File: src/rtl/core/mi_pkg.sv
// Shared types, widths and index helpers for the 4x4 matrix inverse.
`default_nettype none
package mi_pkg;

    localparam int ELEM_W        = 32;
    localparam int FRAC_BITS_DEF = 16;
    localparam int DIG_W         = 33;   // multiplier operand: one signed 33-bit digit
    localparam int PROD_W        = 66;
    localparam int MIN_W         = 65;   // 2x2 minor
    localparam int ADJ_W         = 97;   // 3x3 minor / cofactor
    localparam int DET_W         = 130;  // determinant
    localparam int ACC_W         = 136;
    localparam int QDEPTH        = 2;
    localparam int QPTR_W        = $clog2(QDEPTH);
    localparam int QCNT_W        = $clog2(QDEPTH + 1);
    localparam int Q_BITS        = 34;   // quotient bits kept, top two flag overflow
    localparam int DIV_STEPS     = Q_BITS;

    // accumulator destinations
    localparam logic [1:0] DST_MIN = 2'd0;
    localparam logic [1:0] DST_COF = 2'd1;
    localparam logic [1:0] DST_DET = 2'd2;

    typedef logic [15:0][ELEM_W-1:0] matrix_t;

    typedef struct packed {
        logic       valid;
        logic       sub;
        logic       first;
        logic       wr;
        logic [1:0] kind;
        logic [1:0] p;
        logic [2:0] q;
        logic [1:0] dig;
    } mac_ctl_t;

    // t-th column of the three left when column k is removed
    function automatic logic [1:0] col_skip(input logic [1:0] k, input logic [1:0] t);
        return (t < k) ? t : t + 2'd1;
    endfunction

    // index of an ordered column pair
    function automatic logic [2:0] pair_idx(input logic [1:0] a, input logic [1:0] b);
        logic [2:0] r;
        case ({a, b})
            4'b0001: r = 3'd0;
            4'b0010: r = 3'd1;
            4'b0011: r = 3'd2;
            4'b0110: r = 3'd3;
            4'b0111: r = 3'd4;
            4'b1011: r = 3'd5;
            default: r = 3'd0;
        endcase
        return r;
    endfunction

    // columns {a,b} of a column pair
    function automatic logic [3:0] pair_cols(input logic [2:0] cp);
        logic [3:0] r;
        case (cp)
            3'd0:    r = {2'd0, 2'd1};
            3'd1:    r = {2'd0, 2'd2};
            3'd2:    r = {2'd0, 2'd3};
            3'd3:    r = {2'd1, 2'd2};
            3'd4:    r = {2'd1, 2'd3};
            3'd5:    r = {2'd2, 2'd3};
            default: r = {2'd0, 2'd1};
        endcase
        return r;
    endfunction

    // rows {a,b} of the row pairs whose 2x2 minors are kept
    function automatic logic [3:0] pair_rows(input logic [1:0] rp);
        logic [3:0] r;
        case (rp)
            2'd0:    r = {2'd2, 2'd3};
            2'd1:    r = {2'd1, 2'd3};
            2'd2:    r = {2'd1, 2'd2};
            default: r = {2'd2, 2'd3};
        endcase
        return r;
    endfunction

    // row pair used by the 3x3 minor that drops row r
    function automatic logic [1:0] rowpair_of(input logic [1:0] r);
        logic [1:0] rp;
        case (r)
            2'd0:    rp = 2'd0;
            2'd1:    rp = 2'd0;
            2'd2:    rp = 2'd1;
            2'd3:    rp = 2'd2;
            default: rp = 2'd0;
        endcase
        return rp;
    endfunction

endpackage
`default_nettype wire

File: src/rtl/core/mi_front.sv
// Front end: gathers sixteen elements into one matrix and pushes it to the queue.
`default_nettype none
module mi_front (
    input  wire logic                clk,
    input  wire logic                rst_n,
    input  wire logic signed [31:0]  element_value,
    input  wire logic                element_valid,
    output logic                     element_stall,
    output logic                     push,
    output mi_pkg::matrix_t          push_data,
    input  wire logic                q_full
);
    import mi_pkg::*;

    logic [3:0]                   count_reg;
    logic [3:0]                   count_next;
    logic [14:0][ELEM_W-1:0]      asm_reg;
    logic                         accept;

    // hold the sixteenth item back while the queue has no room
    assign element_stall = (count_reg == 4'd15) && q_full;
    assign accept        = element_valid && !element_stall;
    assign push          = accept && (count_reg == 4'd15);
    assign push_data     = {element_value, asm_reg};

    always_comb
    begin
        count_next = count_reg;
        if (accept)
        begin
            count_next = count_reg + 4'd1;
        end
    end

    always_ff @(posedge clk or negedge rst_n)
    begin
        if (!rst_n)
        begin
            count_reg <= '0;
        end
        else
        begin
            count_reg <= count_next;
        end
    end

    // assembly buffer
    always_ff @(posedge clk)
    begin
        if (accept && (count_reg != 4'd15))
        begin
            asm_reg[count_reg] <= element_value;
        end
    end

endmodule
`default_nettype wire

File: config.mk
export PLATFORM = sky130hd
export DESIGN_NAME = mi_front
export DESIGN_NICKNAME = d
export VERILOG_FILES = /design/src/rtl/core/mi_pkg.sv /design/src/rtl/core/mi_front.sv
export SDC_FILE = /design/constraint.sdc
export NUM_CORES = 1
export LEC_CHECK = 0
export ABC_CLOCK_PERIOD_IN_PS = 4050
export BUFFER_PORTS_ARGS = -buffer_cell sky130_fd_sc_hd__buf_2
export CELL_PAD_IN_SITES_DETAIL_PLACEMENT = 1
export CELL_PAD_IN_SITES_GLOBAL_PLACEMENT = 1
export CORE_AREA = 2 2 213 215
export DETAILED_ROUTE_END_ITERATION = 6
export DIE_AREA = 0 0 215 217
export HOLD_SLACK_MARGIN = 0.06
export MAX_ROUTING_LAYER = met4
export PLACE_DENSITY_LB_ADDON = 0.12
export SETUP_SLACK_MARGIN = 0.4
export SLEW_MARGIN = 20
export SYNTH_ARGS = -nofsm -noshare
export SYNTH_HDL_FRONTEND = slang
export SYNTH_SLANG_ARGS = --single-unit
File: constraint.sdc
create_clock -name clk -period 4.05 [get_ports clk]
set_input_delay 0.81 -clock clk [delete_from_list [all_inputs] [get_ports clk]]
set_output_delay 0.81 -clock clk [all_outputs]
set_load 0.01 [all_outputs]
==> flow_summary.json <==
{
  "yosysSeqAreaShare_pct": 96.56,
  "finalSetupViolations": 0,
  "syn-num-nets": 601,
  "dieArea_um2": 46660,
  "routed-via-count": 7975,
  "cp-end-kind": "output pin",
  "final_util_pct": 45.08,
  "start_kind": "flop",
  "period_minus_slack_ps": 2622,
  "skew_ps": 21.82,
  "totalWireLength_um": 47350,
  "drt-pass1-iter-count": 6,
  "status": "complete, no violations",
  "relSlewSlack_pct": 29.60,
  "synth_cell_types": 21,
  "grt_antenna_before_repair": 0,
  "drt_iter0_drc": 490,
  "hold_depth": 1,
  "rrSetupSlack_ps": 1690,
  "port_buffers": 549,
  "post-place-ws_ps": 1263,
  "dp_hpwl_um": 32880,
  "netlist_instances": 561,
  "cts_sinks": 484,
  "r2r_start": "count_reg[2]",
  "pin_count": 550,
  "n_fill_cell": 4395,
  "critical_path_class": "flop to output pin",
  "syn2layout_area_growth_pct": 34.07,
  "antenna_left": 0,
  "grt_usage_pct": 20.26,
  "final_cell_mix": "buf_2 (549), edfxtp_1 (480), clkbuf_16 (51), clkbuf_1 (12), buf_4 (11)",
  "layout_commonest_cell": "buf_2",
  "crit_fanout": 10,
  "largest_reg_flops": 480,
  "rr_worst_depth": 3,
  "synth_seq_cells": 484,
  "crit_chain": "nand2_2 > nor3_1 > buf_2",
  "slowest_stage": "dfrtp_1",
  "avgSynthCellArea_um2": 26.79,
  "p_per_area_nw_per_um2": 591.2,
  "htreeDepth": 2,
  "max_stage_delay_ps": 540,
  "rr_endpoint": "push_data[424]",
  "cts_tree": "built",
  "rsz0062_at_grt": "false",
  "cts_buffers": 50,
  "place_congestion": 0.7589,
  "cts-root-buf": "clkbuf_16",
  "setup-tns-final_ps": 0,
  "grt_max_degree": 33,
  "viasPerCell": 4.473,
  "grt_first_pass_wirelength_um": 64110,
  "tightestPinTransition_ps": 1056,
  "peakVddDrop_v": 0.0005946,
  "crit_arrival_ps": 1810,
  "drc": 0,
  "hold_class": "flop to flop",
  "critPathLaunch": "count_reg[2]",
  "start_util_pct": 33.63,
  "clk_pin_slew_ps": 60,
  "hold_start": "count_reg[0]",
  "setup_slack_ps": 1428,
  "cts_buffer_depth": 3,
  "cap_violations": 0,
  "die_height_um": 217,
  "synth_warnings": 0,
  "final_layout_size_suffix_gt1_share_pct": 54.95,
  "period_share_pct": 64.75,
  "finalHoldViolCount": 0,
  "nets": 1184,
  "grt-ovfl-total": 0,
  "core_area_um2": 44700,
  "endpoint": "push",
  "diodes": 0,
  "grt_pass1_vias": 7975,
  "p_leak_nw": 7.569,
  "required_ps": 3240,
  "clk_latency_ps": 590,
  "wire_per_inst_um": 26.56,
  "die-width_um": 215,
  "netlist_area_um2": 15030,
  "drv_slew": 0,
  "row_count": 78,
  "fmax_mhz": 381.4
}
## timing repair
| action | in CTS | in global routing |
|---|---|---|
| endpoints found under the hold margin | 4 | 0 |
| resized for setup | 0 | 0 |
| buffers inserted | 0 | 0 |
| hold buffers | 1 | 0 |
| setup endpoints to repair | 0 | 0 |
## worst max-delay path, delay by kind of cell, from the launching register on
kind	cells	cell delay, ps
buffers and inverters	1	200
DFF	1	540
and+or+nand+nor	2	500
## stage by stage
step	power, mW	instances	hold WS (ps)	instance area (um2)
final	11.91	1783	556.7	20150
after global routing	12.32	1783	563.2	20150
after CTS	12.09	1783	556.0	20150
after detailed placement	7.509	1691	543.7	18530
after global placement	7.473	1688	521.9	18460
after floorplan	6.718	561	497.7	15030
## power by group
group	internal (mW)	total (mW)	switching [mW]
clock network	2.69	4.55	1.86
registers	6.00	6.13	0.135
logic	0.341	1.23	0.891
## how the worst min path moves through the flow
stage                    to  slack (ps)
6_report       count_reg[0]         560
5_1_grt        count_reg[0]         560
4_1_cts        count_reg[1]         560
3_5_place_dp   count_reg[0]         540
3_3_place_gp   count_reg[0]         520
2_1_floorplan  count_reg[0]         500
## area by class of cell
class / count / area (um2) / share of cell area (%)
Sequential cell: 484 / 14510 / 72.02
Timing Repair Buffer: 565 / 2935 / 14.57
Clock buffer: 63 / 1321 / 6.557
Tap cell: 600 / 750.7 / 3.725
Multi-Input combinational cell: 40 / 334.1 / 1.658
Clock inverter: 28 / 285.3 / 1.416
Inverter: 3 / 11.26 / 0.05588
## synth_stat cells, drive strengths merged
library cell | n | area [um2]
or4b | 1 | 10.01
a21oi | 3 | 15.01
xnor2 | 2 | 17.52
nand2 | 5 | 21.27
dfrtp | 4 | 100.1
nand4 | 1 | 6.260
nor3b | 1 | 7.510
and3 | 2 | 12.51
edfxtp | 480 | 14410
ha | 4 | 50.05
inv | 3 | 11.26
nor2 | 8 | 30.03
nor2b | 1 | 6.260
nor3 | 3 | 15.01
mux2 | 1 | 11.26
clkbuf | 1 | 3.750
buf | 33 | 247.7
or2b | 1 | 7.510
and2 | 3 | 18.77
nand2b | 4 | 25.02
## logic make-up (layout without fill, tap and decap cells)
kind of cell	count (synthesis)	count (layout)	share of synthesized area [%]
flip-flops	484	484	96.56
buffers and inverters	37	659	1.748
AND/OR/NAND/NOR	30	30	1.066
adder cells (fa/ha/maj)	4	4	0.3330
AO/OA/AOI/OAI	3	3	0.09986
XOR/XNOR	2	2	0.1166
multiplexers	1	1	0.07491
## routing by layer
layer,global-route usage (%),part of all wire [%],up-vias
met4,4.713,1.9,0
met5,-,0,-
met2,32.91,49,360
met3,6.010,7.7,59
li1,-,-,3377
met1,25.20,41,4179
Power figures use the tool's default switching activity.
